**src/rfxf_pkg.sv**
```systemverilog
`timescale 1ns / 1ps
// ----------------------------------------------------------------------------
// rfxf_pkg
// Types and constants for the receive FIFO with XON/XOFF flow control.
// ----------------------------------------------------------------------------
package rfxf_pkg;

  localparam int unsigned FifoDepthDefault = 8;

  // flow control characters (DC1 / DC3)
  localparam logic [7:0] CodeXon  = 8'h11;
  localparam logic [7:0] CodeXoff = 8'h13;

  // commands
  localparam logic CmdReceive = 1'b0;
  localparam logic CmdConsume = 1'b1;

  // configuration register indexes and reset values
  localparam logic RegUpperLimit = 1'b0;
  localparam logic RegLowerLimit = 1'b1;
  localparam logic [3:0] UpperLimitReset = 4'd6;
  localparam logic [3:0] LowerLimitReset = 4'd2;

  typedef struct packed {
    logic       command;
    logic [7:0] data_byte;
  } in_item_t;

  typedef struct packed {
    logic [7:0] read_byte;
    logic       read_valid;
    logic       flow_valid;
    logic [7:0] flow_byte;
    logic       overflow;
    logic [3:0] fill_level;
  } out_item_t;

endpackage

```
**src/rx_fifo_xon_xoff_flow_control.sv**
```systemverilog
`timescale 1ns / 1ps
// ----------------------------------------------------------------------------
// rx_fifo_xon_xoff_flow_control
// Receive byte FIFO that emits XOFF/XON characters around two fill limits.
// ----------------------------------------------------------------------------
// Usage:
//   A command transaction is taken on a rising edge with start high and busy
//   low. command 0 pushes data_byte, command 1 pops the oldest byte. busy
//   stays low, so one command can be issued every cycle.
//   Each command yields one result, shown on result_o for exactly one cycle
//   with result_valid_o high, in the cycle after the command was taken. The
//   receiver cannot stall; the result is taken at the edge ending that cycle.
//   The bytes sit in a synchronous RAM of FifoDepth entries with a registered
//   read; its read data register feeds read_byte, gated by read_valid.
//   Pointers and the count live in flops next to it and are updated in the
//   cycle the command is taken.
//   A push to a full FIFO drops the byte and flags overflow; a pop from an
//   empty FIFO returns read_valid low. XOFF follows a push that leaves the
//   fill level at or above upper_limit, XON a pop that leaves it at or below
//   lower_limit.
//   The APB port holds upper_limit at 0x0 and lower_limit at 0x4. Reset
//   empties the FIFO, restores the limits to 6 and 2 and drops any result.
// ----------------------------------------------------------------------------
module rx_fifo_xon_xoff_flow_control #(
  parameter int unsigned FifoDepth = rfxf_pkg::FifoDepthDefault
) (
  input  logic                clk_i,
  input  logic                rst_ni,
  input  logic                start,
  output logic                busy,
  input  rfxf_pkg::in_item_t  item_i,
  output logic                result_valid_o,
  output rfxf_pkg::out_item_t result_o,
  input  logic                psel,
  input  logic                penable,
  input  logic                pwrite,
  input  logic [2:0]          paddr,
  input  logic [31:0]         pwdata,
  output logic [31:0]         prdata,
  output logic                pready
);
  import rfxf_pkg::*;

  localparam int unsigned PtrW = $clog2(FifoDepth);
  localparam int unsigned CntW = $clog2(FifoDepth + 1);
  localparam int unsigned CmpW = (CntW > 4) ? CntW : 4;

  logic [7:0]      mem [FifoDepth];
  logic [7:0]      rdata_q;

  logic [PtrW-1:0] head_q, head_d, tail_q, tail_d;
  logic [CntW-1:0] count_q, count_d;
  logic [3:0]      upper_q, lower_q;

  logic            res_valid_q;
  logic            rd_valid_q, rd_valid_d;
  logic            flow_valid_q, flow_valid_d;
  logic [7:0]      flow_byte_q, flow_byte_d;
  logic            ovf_q, ovf_d;
  logic [3:0]      fill_q;

  logic            accept;
  logic            full;
  logic            empty;
  logic            do_push;
  logic            do_pop;
  logic [CmpW-1:0] count_ext;
  logic            cfg_wr;

  assign busy   = 1'b0;
  assign accept = start && !busy;
  assign full   = (count_q == CntW'(FifoDepth));
  assign empty  = (count_q == '0);
  assign do_push = accept && (item_i.command == CmdReceive) && !full;
  assign do_pop  = accept && (item_i.command == CmdConsume) && !empty;

  function automatic logic [PtrW-1:0] next_slot(input logic [PtrW-1:0] slot);
    next_slot = (slot == PtrW'(FifoDepth - 1)) ? '0 : slot + 1'b1;
  endfunction

  always_comb begin
    head_d  = head_q;
    tail_d  = tail_q;
    count_d = count_q;
    if (do_push) begin
      tail_d  = next_slot(tail_q);
      count_d = count_q + 1'b1;
    end else if (do_pop) begin
      head_d  = next_slot(head_q);
      count_d = count_q - 1'b1;
    end
  end

  assign count_ext = CmpW'(count_d);

  always_comb begin
    rd_valid_d   = do_pop;
    ovf_d        = 1'b0;
    flow_valid_d = 1'b0;
    flow_byte_d  = 8'h00;
    if (item_i.command == CmdReceive) begin
      ovf_d = full;
      if (count_ext >= CmpW'(upper_q)) begin
        flow_valid_d = 1'b1;
        flow_byte_d  = CodeXoff;
      end
    end else if (do_pop && (count_ext <= CmpW'(lower_q))) begin
      flow_valid_d = 1'b1;
      flow_byte_d  = CodeXon;
    end
  end

  // byte store: one write or one read per cycle, read data registered
  always_ff @(posedge clk_i) begin
    if (do_push) begin
      mem[tail_q] <= item_i.data_byte;
    end
    if (do_pop) begin
      rdata_q <= mem[head_q];
    end
  end

  always_ff @(posedge clk_i or negedge rst_ni) begin
    if (!rst_ni) begin
      head_q      <= '0;
      tail_q      <= '0;
      count_q     <= '0;
      res_valid_q <= 1'b0;
    end else begin
      head_q      <= head_d;
      tail_q      <= tail_d;
      count_q     <= count_d;
      res_valid_q <= accept;
    end
  end

  // result payload, no reset needed
  always_ff @(posedge clk_i) begin
    if (accept) begin
      rd_valid_q   <= rd_valid_d;
      flow_valid_q <= flow_valid_d;
      flow_byte_q  <= flow_byte_d;
      ovf_q        <= ovf_d;
      fill_q       <= count_ext[3:0];
    end
  end

  assign result_valid_o        = res_valid_q;
  assign result_o.read_byte    = rd_valid_q ? rdata_q : 8'h00;
  assign result_o.read_valid   = rd_valid_q;
  assign result_o.flow_valid   = flow_valid_q;
  assign result_o.flow_byte    = flow_byte_q;
  assign result_o.overflow     = ovf_q;
  assign result_o.fill_level   = fill_q;

  // configuration registers
  assign pready = 1'b1;
  assign cfg_wr = psel && penable && pwrite && pready;

  always_ff @(posedge clk_i or negedge rst_ni) begin
    if (!rst_ni) begin
      upper_q <= UpperLimitReset;
      lower_q <= LowerLimitReset;
    end else if (cfg_wr) begin
      if (paddr[2] == RegUpperLimit) begin
        upper_q <= pwdata[3:0];
      end else begin
        lower_q <= pwdata[3:0];
      end
    end
  end

  always_comb begin
    if (paddr[2] == RegLowerLimit) begin
      prdata = {28'd0, lower_q};
    end else begin
      prdata = {28'd0, upper_q};
    end
  end

endmodule
```
**config.mk**
```make
export PLATFORM = sky130hd
export DESIGN_NAME = rx_fifo_xon_xoff_flow_control
export DESIGN_NICKNAME = d
export VERILOG_FILES = /design/src/rfxf_pkg.sv /design/src/rx_fifo_xon_xoff_flow_control.sv
export SDC_FILE = /design/constraint.sdc
export NUM_CORES = 1
export LEC_CHECK = 0
export ABC_AREA = 1
export BUFFER_PORTS_ARGS = -buffer_cell sky130_fd_sc_hd__buf_2
export CAP_MARGIN = 15
export CORE_ASPECT_RATIO = 1.1
export CORE_MARGIN = 2
export CORE_UTILIZATION = 35
export DETAILED_ROUTE_END_ITERATION = 16
export HOLD_SLACK_MARGIN = 0.12
export PLACE_DENSITY = 0.67
export SLEW_MARGIN = 15
export SYNTH_ARGS = -nofsm -noshare
export SYNTH_HDL_FRONTEND = slang
export SYNTH_SLANG_ARGS = --single-unit
```
**constraint.sdc**
```tcl
create_clock -name clk_i -period 2.5 [get_ports clk_i]
set_clock_uncertainty 0.15 [all_clocks]
set_input_delay 0.125 -clock clk_i [delete_from_list [all_inputs] [get_ports clk_i]]
set_output_delay 0.125 -clock clk_i [all_outputs]
set_load 0.01 [all_outputs]
```
# Word-level counts from Yosys, hierarchy flattened
# Memory sizes are Yosys's and may differ from the RTL's. A register that Yosys moved wholly into a read port is not among the register bits.
# Index checks and enable logic that the tools add are counted.
[totals]
regBits = 34
wordCells = 51
memories = 1
mem_bits_rw = 64
inputBits = 50
output_inout_bits = 58
[mem_list]
columns = ["name", "depth", "width", "rd", "rd_clocked_by_memory_dff", "wr", "line_no", "source"]
rows = [
  ["mem", 8, 8, 1, 1, 1, "rx_fifo_xon_xoff_flow_control.sv:48", "logic [7:0] mem [FifoDepth];"],
]
[op_classes]
bitwise = 3
n_eq_ne = 3
magnitude_cmp = 2
n_reduce_logical = 13
addsub = 4
mux = 14
[op_table]
columns = ["op", "count"]
rows = [
  ["8-bit two-way mux", 2],
  ["4-bit two-way mux", 3],
  ["5-bit two-way mux", 2],
  ["1-bit logical AND", 7],
  ["3-bit by 1-bit adder with 3-bit output, second input constant", 2],
  ["3-bit == test, second input constant", 2],
  ["3-bit two-way mux", 2],
  ["2-bit AND reduction", 3],
  ["1-bit two-way mux", 5],
  ["4-bit by 1-bit adder with 4-bit output, second input constant", 1],
  ["4-bit == test, second input constant", 1],
  ["4-bit greater-or-equal comparator", 1],
  ["4-bit less-or-equal comparator", 1],
  ["4-bit zero test", 1],
  ["4-bit by 1-bit subtractor with 4-bit output, second input constant", 1],
  ["1-bit NOT", 3],
  ["1-bit zero test", 2],
]

# Logic depth before layout (Yosys ltp)
# Gate-level depths: netlist of run 1.
[logic_depth]
ltp_word = 9
ltp_mapped = 16
depth_no_buf = 16

# Least setup slack after synthesis of run 1
# Ideal clock, no wire load.
[synth_path]
path_kind = "reg-to-reg"
startpoint = "register count_q[0]"
endpoint = "register flow_byte_q[0], data pin"
path_stages_with_launch = 14
period_less_slack_ns = 2.133
setup_slack_ns = 0.367
t_arrival_ns = 1.731
required_ns = 2.097
setup_time_ns = 0.253
n_path_buf = 0
cell_sequence = "dfrtp_1 -> inv_1 -> ha_1 -> nand3_2 -> nand2_2 -> o21ai_0 -> nor2_1 -> ha_1 -> nand2_1 -> nand2_1 -> nand2_1 -> nand3_1 -> nand2_1 -> nand2_1"
[synth_between]
elab_chain_len = 9
elab_cells_between_ends = 16
classes_between = "add/sub (2); order compare (2); eq/ne (1); mux (5); reduce/logical (6)"
[synth_rtl]
columns = ["item", "line_no", "source"]
rows = [
  ["start: declaration", "rx_fifo_xon_xoff_flow_control.sv:52", "logic [CntW-1:0] count_q, count_d;"],
  ["start signal: assignment", "rx_fifo_xon_xoff_flow_control.sv:132", "count_q <= count_d;"],
  ["branches (longest 4 deep; another with 4-bit by 1-bit subtractor with 4-bit output)", "-", ""],
  ["4-bit two-way mux (*)", "rx_fifo_xon_xoff_flow_control.sv:85", "if (do_push) begin"],
  ["named net count_d[1]", "rx_fifo_xon_xoff_flow_control.sv:52", ""],
  ["4-bit less-or-equal comparator", "rx_fifo_xon_xoff_flow_control.sv:107", "end else if (do_pop && (count_ext <= CmpW'(lower_q))) begin"],
  ["1-bit logical AND", "rx_fifo_xon_xoff_flow_control.sv:107", ""],
  ["5-bit two-way mux", "rx_fifo_xon_xoff_flow_control.sv:107", ""],
  ["8-bit two-way mux (*)", "rx_fifo_xon_xoff_flow_control.sv:101", "if (item_i.command == CmdReceive) begin"],
  ["end signal: assignment", "rx_fifo_xon_xoff_flow_control.sv:142", "flow_byte_q <= flow_byte_d;"],
  ["end: declaration", "rx_fifo_xon_xoff_flow_control.sv:58", "logic [7:0] flow_byte_q, flow_byte_d;"],
]
# Mark *: on every way through the listed nets, which the timed path passes.
# A chain may end at the register's enable or synchronous reset.

# Worst setup path in the final report of run 1
# Ends and elaborated chain as after synthesis.

==> results of run 1 <==
[worst max path at each step]
stage	endpoint	slack, ns	cells after the start
2_1_floorplan	flow_byte_q[0]	0.37	13
3_3_place_gp	flow_byte_q[0]	0.17	13
3_5_place_dp	flow_byte_q[0]	-0.0005	13
4_1_cts	flow_byte_q[0]	0.05	13
5_1_grt	flow_byte_q[0]	-0.002	13
6_report	flow_byte_q[0]	0.15	15
[routing by layer]
layer	vias up	global-route usage
met1	1437	0.155
met2	108	0.215
met3	13	0.0301
li1	1554	-
met4	0	0.0581
met5	-	0
[cells by family (layout without fill, tap and decap cells)]
group	after synthesis	after routing	share of synthesized area
buf+inv	97	136	0.126
compound gates	52	52	0.0555
other cells	2	35	0.00160
simple gates	195	195	0.166
flops	99	99	0.614
fa+ha+maj	14	14	0.0373
[cell usage in the layout (no fill, tap or decap), types with 2 or more instances in the layout]
cell type	count
clkinv_1	2
clkbuf_16	9
o21ai_0	20
ha_4	2
inv_2	4
nand3_2	2
edfxtp_1	80
buf_2	41
nand2_2	3
inv_8	2
dfstp_2	3
nand2_1	95
dlygate4sd3_1	18
dfrtp_1	16
ha_1	11
conb_1	35
nor2_2	3
inv_1	37
buf_4	16
clkinv_4	3
o21ai_1	30
nand3_1	15
nor2_1	75
[per-stage QoR]
stage,instances,power (uW)
2_1_floorplan,492,3690
3_3_place_gp,655,3920
3_5_place_dp,655,3990
4_1_cts,689,5430
5_1_grt,692,5880
6_report,692,5490
[critical path, stage by stage, from the launching register on]
cell and delay [ns]:
dfrtp_1 0.41, inv_2 0.09, ha_2 0.21, nand3_2 0.14, nand3_1 0.15, nand2_1 0.06
nand2_1 0.05, nand2_1 0.15, ha_4 0.32, nand2_1 0.05, inv_1 0.06, nand2_1 0.05
nand2_1 0.05, nand2_1 0.05, nand2_1 0.06, nand2_1 0.06
[layout make-up]
| type | count | area share |
|---|---|---|
| Tap cell | 161 | 0.0369 |
| Inverter | 44 | 0.0307 |
| Clock inverter | 7 | 0.0154 |
| Sequential cell | 99 | 0.528 |
| Clock buffer | 9 | 0.0413 |
| Multi-Input combinational cell | 296 | 0.254 |
| Timing Repair Buffer | 76 | 0.0940 |
[synthesized netlist by cell type, drive strengths merged]
cell type,count
nand3,17
clkbuf,1
dfstp,3
inv,42
ha,14
a21oi,2
nand2,99
and3,1
o21ai,50
buf,52
nor2,78
clkinv,2
edfxtp,80
dfrtp,16
conb,2
[where the power goes]
group	leakage, uW	switching, uW	internal [uW]
sequential	0.000961	166	2090
clock	0.000153	606	793
combinational	0.00130	1170	666
[state kept, by name, indices dropped and copies added (netlist names)]
register and cells:
fill_q 4, tail_q 3, lower_q 4, flow_byte_q 2
rd_valid_q 1, upper_q 4, mem 64, count_q 4
ovf_q 1, head_q 3, result_valid_o 1, rdata_q 8
[repair_timing]
item,in CTS,in global routing
setup endpoints to repair,1,2
hold buffers,18,0
gates cloned,0,0
resized for setup,1,8
setup buffers,0,3
hold endpoints to repair,103,0
pin swaps,0,1
==> flow_summary.toml, run 1 <==
[logic_synthesis]
syn_inst = 459
syn_area_per_cell_sq_um = 10.2
synth_top_area_cell = "edfxtp_1"
yosysWarnings = 0
mappedNetlistArea_sq_um = 4690
synth_cell_type_count = 23
synth_seq_area_share = 0.614
yosys_register_bits = 99
synth.top_cell.area_share = 0.512
synth_top_cells_by_area = "edfxtp_1 (51%), dfrtp_1 (8.5%), nand2_1 (7.6%)"

[drt]
drt_iter0_markers = 234
route.met2.wl_um = 4380
detail_route_met3_wl_um = 531
top_signal_layer_used = "met4"
detailroute.via_count = 3112
routed_wirelength_um = 8830
wirelength_met1_um = 3750
drt_pass1_iterations = 6
route.detailed.drc = 0
detail_route.wl_per_cell_um = 12.8
via_density = 4.50
final_antenna_net_count = 0

[layout]
areaGrowthSynthToFinish_pct = 16.3
combined_flip_flop_and_latch_cell_area_sq_um = 2880
multiInputGateArea_sq_um = 1390
antenna-diode-count = 0
drive_gt1_frac = 0.179
final_util = 0.415
final_nets = 590
fillerInstances = 1178
layout.cell_area.non_filler_sq_um = 5460

[sta]
hold-worst-slack_ns = 0.156
setup_viol_count_final = 0
setup_slack_ns = 0.151
slew_headroom = 0.460
final.min_clock_period_ns = 2.35
worst_margin_pin_slew_ns = 0.808
min_period_over_period = 0.940
fmax_ghz = 0.426
hold_viol = 0
final.setup.tns_ns = 0
maxSlewViolCount = 0

[pwr]
pwr_density_cell_nw_per_um2 = 1010
cellLeakagePower_uw = 0.00241
max-vdd-ir-drop_v = 0.000428

[critical_path]
arrival_ns = 2.29
path_class = "flip-flop to flip-flop"
worst-path-max-fanout = 4
critical_r2r_launch = "count_q[0]"
required_ns = 2.44
regToRegSetupSlack_ns = 0.15
worstSetupStartpoint = "count_q[0]"
critical_path.startpoint_type = "flip-flop"
reg2reg_depth = 15
end_of_the_worst_register_to_register_path = "flow_byte_q[0]"
setup.worst_path.end_class = "flip-flop"

[clock_network]
cts_bufs_inserted = 9
clkSlewWorstSetupHoldPaths_ns = 0.07
max_buffers_root_to_sink = 2
clk-insertion-delay-late_ns = 0.34
cts_tree = "yes"
clock_tree.htree_level_count = 3
cts.root.buffer_cell = "clkbuf_16"
cts_sinks = 99

[place]
quantity_of_i_o_buffers_inserted_on_ports = 42
finalWeightedCongestion = 0.814
placedInstanceArea_sq_um = 4900
place_worst_setup_slack_ns = -0.000533
detailedPlacementHpwl_um = 5770

[floorplanning]
design.core.area_sq_um = 13200
floorplan.io_pins = 108
die_w_um = 114
die_y_um = 125
die-area_sq_um = 14400
num_rows = 44
initial_core_util = 0.357

[global_routing]
grt_pass1_wl_um = 14300
grt_use_total = 0.128
grt_antenna_before_repair = 0
via_count_of_the_first_global_routing_pass = 2980
grt_start_max_net_pins = 35
globalRoute.totalOverflow = 0

[hold_path]
hold_class = "primary input to async pin"

[status]
outcome = "finished clean"

[flow_run]
maxCapViolCount = 0
Note: power is estimated with default switching activity, not from simulation.
==> run 2, diff against run 1 <==
==> constraint.sdc (replaced) <==
create_clock -name clk_i -period 2.5 [get_ports clk_i]
set_clock_uncertainty 0.15 [all_clocks]
set_input_delay 0.5 -clock clk_i [delete_from_list [all_inputs] [get_ports clk_i]]
set_output_delay 0.5 -clock clk_i [all_outputs]
set_load 0.01 [all_outputs]
==> run 2 against run 1 <==
Against the previous run: via count is 1.3% lower; die area stayed put; highest routed layer is now met5; clock power is 9% lower; core utilization is 1.6 points lower; combinational power is 2% lower; sequential power hardly changed; final cell count is 2.7% lower; fmax is 0.52% lower; first-iteration DRC count is 13% higher; routed wire length is 3.1% lower.
==> flow_summary.toml, run 2 (synthesis gave the netlist of run 1 again) <==
[layout]
areaGrowthSynthToFinish_pct = 11.8
layoutNonFillerInstCount = 673
antenna-diode-count = 0
largest_register_ffs = 64
drive_gt1_frac = 0.182
final_util = 0.399
final_nets = 571
most_common_library_cell_in_the_layout_ignoring_fill_and_taps = "nand2_1"
reg.largest.list = "mem (64), rdata_q (8)"
register_containing_the_most_flip_flops_in_the_final_layout = "mem"
layout.cells.most_common_list = "nand2_1 (94), edfxtp_1 (80), nor2_1 (77)"

[place]
place_worst_setup_slack_ns = 0.0471
detailedPlacementHpwl_um = 5690
placed_cells_incl_taps = 654
quantity_of_i_o_buffers_inserted_on_ports = 42
finalWeightedCongestion = 0.779

[clock_network]
cts_sinks = 99
clk-insertion-delay-late_ns = 0.34
clkSlewWorstSetupHoldPaths_ns = 0.07
cts_bufs_inserted = 9
cts_tree = "yes"
clock_tree.htree_level_count = 3
cts.root.buffer_cell = "clkbuf_16"
max_buffers_root_to_sink = 2

[critical_path]
setup.worst_path.end_class = "flip-flop"
critical_path.startpoint_type = "flip-flop"
worst-path-max-fanout = 4
arrival_ns = 2.30
path_class = "flip-flop to flip-flop"
required_ns = 2.44

[drt]
via_density = 4.56
detail_route.wl_per_cell_um = 12.7
route.detailed.drc = 0
drt_iter0_markers = 264
drt_pass1_iterations = 4
final_antenna_net_count = 0
detailroute.via_count = 3072
routed_wirelength_um = 8550

[global_routing]
globalRoute.totalOverflow = 0
via_count_of_the_first_global_routing_pass = 2825
grt_start_max_net_pins = 35
grt_antenna_before_repair = 1
grt_pass1_wl_um = 13500
grt_use_total = 0.123

[floorplanning]
die-area_sq_um = 14400
initial_core_util = 0.357
die_w_um = 114
num_rows = 44
floorplan.io_pins = 108
design.core.area_sq_um = 13200
die_y_um = 125

[sta]
fmax_ghz = 0.424
slew_headroom = 0.610
hold_viol = 0
min_period_over_period = 0.944
maxSlewViolCount = 0
setup_viol_count_final = 0
setup_slack_ns = 0.139
worst_margin_pin_slew_ns = 0.584
final.min_clock_period_ns = 2.36

[pwr]
swShare = 0.360
cellLeakagePower_uw = 0.00231
clkPwrFrac = 0.238
netSwitchingPower_uw = 1920
combinationalPowerShare = 0.337
max-vdd-ir-drop_v = 0.000333
p_seq_frac = 0.425
p_int_uw = 3420
pwr_density_cell_nw_per_um2 = 1020

[status]
outcome = "finished clean"

[hold_path]
hold_class = "primary input to flip-flop"

[flow_run]
maxCapViolCount = 0
-- run 2: area by class of cell --
type	count	area, sq um
well taps	161	201
inverters	44	168
clock inverters	6	48.8
clock buffers	10	229
flip-flops and latches	99	2880
repair buffers	57	325
fillers	1203	7910
multi-input cells	296	1400
-- run 2: metal layers --
metal | global-route usage | up-vias | part of all wire
met1 | 0.139 | 1412 | 0.39
met3 | 0.0291 | 17 | 0.069
met4 | 0.0660 | 2 | 0.025
met5 | 0 | - | 0.00082
met2 | 0.214 | 121 | 0.51
li1 | - | 1520 | -
-- run 2: stage by stage --
stage	setup TNS, ns	cell area, sq um	hold WS (ns)	power, uW
final	0	5250	0.259	5350
after global routing	-0.0280	5250	0.283	5740
after CTS	0	5180	0.255	5290
after detailed placement	0	4900	0.326	4020
after global placement	0	4900	0.315	3920
after floorplan	0	4820	0.0544	3690
-- run 2: final timing paths --
path / cells after the start / endpoint / startpoint / slack (ns)
max in group asynchronous: 2 / upper_q[1] / rst_ni / 1.37
min in group asynchronous: 2 / count_q[2] / rst_ni / 0.49
setup / recovery: 15 / flow_byte_q[0] / count_q[1] / 0.14
setup reg to reg: 15 / flow_byte_q[0] / count_q[1] / 0.14
hold / removal: 3 / lower_q[1] / pwdata[1] / 0.26
hold reg to reg: 2 / upper_q[3] / upper_q[3] / 0.35
-- run 2: power groups by stage --
stage,clock network (uW),registers [uW],logic (uW)
final,1270,2270,1800
after global routing,1360,2300,2080
after CTS,1300,2270,1720
after detailed placement,0,2310,1710
after global placement,0,2290,1630
after floorplan,0,2240,1450
-- run 2: critical path, cell delays in order (launching register included) --
cell and delay (ns):
dfrtp_1 0.44, inv_2 0.12, ha_4 0.17, nand3_2 0.13, nand3_2 0.13, nand2_1 0.09, nand2_1 0.09, nand2_2 0.10
ha_1 0.31, nand2_1 0.07, inv_1 0.07, nand2_1 0.05, nand2_1 0.05, nand2_1 0.05, nand2_1 0.05, nand2_1 0.05
-- run 2: timing repair --
action / 4_1_cts / 5_1_grt
gates resized for setup: 0 / 10
hold endpoints to repair: 16 / 0
hold buffers: 1 / 0
setup endpoints to repair: 0 / 2
setup buffers: 0 / 2
==> run 3, diff against run 2 <==
- CORE_UTILIZATION: 35 -> 54
- GPL_ROUTABILITY_DRIVEN: not set -> 0
- PLACE_DENSITY: 0.67 -> 0.91
==> run 3 against run 2 <==
Against the previous run: non-clock buffer count stayed put; highest routed layer is now met4; final cell count is 7.4% lower; setup slack better by 0.030 ns.
==> flow_summary.toml, run 3 (synthesis gave the netlist of run 1 again) <==
[layout]
largest_register_ffs = 64
drive_gt1_frac = 0.174
antenna-diode-count = 0
final_nets = 571
register_containing_the_most_flip_flops_in_the_final_layout = "mem"
layout.cells.most_common_list = "nand2_1 (95), edfxtp_1 (80), nor2_1 (75)"
reg.largest.list = "mem (64), rdata_q (8)"
fillerInstances = 627
areaGrowthSynthToFinish_pct = 8.18
combined_flip_flop_and_latch_cell_area_sq_um = 2880
multiInputGateArea_sq_um = 1360
layoutNonFillerInstCount = 623
most_common_library_cell_in_the_layout_ignoring_fill_and_taps = "nand2_1"

[drt]
drt_pass1_iterations = 5
drt_iter0_markers = 298
via_density = 5.04
final_antenna_net_count = 0
detail_route.wl_per_cell_um = 13.6
route.detailed.drc = 0
detailroute.via_count = 3141
routed_wirelength_um = 8470

[pwr]
cellLeakagePower_uw = 0.00228
max-vdd-ir-drop_v = 0.000419
design_power_total_uw = 5040
pwr_density_cell_nw_per_um2 = 992

[global_routing]
via_count_of_the_first_global_routing_pass = 3003
globalRoute.totalOverflow = 0
grt_pass1_wl_um = 13300
grt_start_max_net_pins = 35
grt_use_total = 0.185
grt_antenna_before_repair = 0

[place]
placed_cells_incl_taps = 603
place_worst_setup_slack_ns = 0.0739
quantity_of_i_o_buffers_inserted_on_ports = 42
detailedPlacementHpwl_um = 5800

[critical_path]
critPathMostFrequentCell = "nand2_1"
critical_path.startpoint_type = "flip-flop"
worst-path-max-fanout = 4
path_class = "flip-flop to flip-flop"
crit_path_top_delay_cell = "dfrtp_1"
required_ns = 2.48
setup.worst_path.end_class = "flip-flop"
arrival_ns = 2.31
critPathMaxStageDelay_ns = 0.42
crit_path_cell_chain = "inv_1 > ha_4 > nand3_2 > nand3_1 > nand2_1 > nand2_1 > nand2_1 > ha_1 > nand2_1 > inv_1 > nand3_1 > nand3_1 > nand2_1 > nand2_1"

[sta]
hold_viol = 0
worst_margin_pin_slew_ns = 0.562
setup_viol_count_final = 0
setup_slack_ns = 0.169
min_period_over_period = 0.932
slew_headroom = 0.625
maxSlewViolCount = 0
fmax_ghz = 0.429
final.setup.tns_ns = 0
final.min_clock_period_ns = 2.33
hold-worst-slack_ns = 0.237

[floorplanning]
die_y_um = 102
floorplan.io_pins = 108
num_rows = 35
initial_core_util = 0.558
die_w_um = 92.9
design.core.area_sq_um = 8410
die-area_sq_um = 9450

[status]
outcome = "finished clean"

[clock_network]
clkSlewWorstSetupHoldPaths_ns = 0.10
cts_tree = "yes"
cts.root.buffer_cell = "clkbuf_8"
cts_bufs_inserted = 9
clock_tree.htree_level_count = 3
max_buffers_root_to_sink = 2
clk-insertion-delay-late_ns = 0.36
cts_sinks = 99

[flow_run]
maxCapViolCount = 0

[hold_path]
hold_class = "primary input to flip-flop"
==> run 3: changes by cell type in the layout (fill, tap and decap cells not counted), moves of 2 or more <==
cell,before,now
nand3_2,4,2
inv_1,36,38
inv_2,5,3
nor2_1,77,75
nor2_2,1,3
nand3_1,12,15
clkbuf_8,0,9
clkbuf_16,9,0
inv_8,1,4
==> run 3: area by class of cell <==
type / instances / area share
Inverter: 44 / 0.0330
Tap cell: 111 / 0.0274
Clock inverter: 7 / 0.0153
Multi-Input combinational cell: 296 / 0.268
Clock buffer: 9 / 0.0244
Sequential cell: 99 / 0.568
Timing Repair Buffer: 57 / 0.0641
==> run 3: final timing paths <==
path	start	depth (start not counted)	slack (ns)	to
max in group asynchronous	rst_ni	2	1.42	lower_q[1]
worst min register to register	upper_q[2]	2	0.36	upper_q[2]
worst max-delay path	count_q[0]	14	0.17	flow_byte_q[0]
worst max register to register	count_q[0]	14	0.17	flow_byte_q[0]
min in group asynchronous	rst_ni	2	0.45	upper_q[3]
worst min-delay path	pwdata[2]	3	0.24	upper_q[2]
==> run 3: metal layers <==
layer,part of all wire,up-vias,GRT usage
met3,0.082,21,0.0432
met5,0,-,0
met1,0.38,1454,0.219
li1,-,1515,-
met4,0.024,0,0.0973
met2,0.51,151,0.315
==> run 3: where the power goes <==
| group | switching (uW) | total, uW | internal, uW |
|---|---|---|---|
| Clock | 597 | 996 | 399 |
| Sequential | 162 | 2250 | 2090 |
| Combinational | 1170 | 1790 | 621 |
| Total | 1930 | 5040 | 3110 |
==> run 3: worst max-delay path, delay by kind of cell (launching register included) <==
| kind | cells | cell delay (ns) |
|---|---|---|
| buffers and inverters | 2 | 0.20 |
| flip-flops | 1 | 0.42 |
| AND/OR/NAND/NOR | 10 | 0.82 |
| adder cells (fa/ha/maj) | 2 | 0.48 |
==> run 3: through the flow <==
| step | instance area [sq um] | util |
|---|---|---|
| 2_1_floorplan | 4820 | - |
| 3_3_place_gp | 4830 | 0.574 |
| 3_5_place_dp | 4830 | 0.574 |
| 4_1_cts | 5040 | 0.599 |
| 5_1_grt | 5080 | 0.604 |
| 6_report | 5080 | 0.604 |
==> run 3: what timing repair did <==
action                                  4_1_cts  5_1_grt
endpoints found under the setup margin        0        2
endpoints found under the hold margin        16        0
setup buffers                                 0        3
gates resized for setup                       0        4
hold buffers                                  1        0
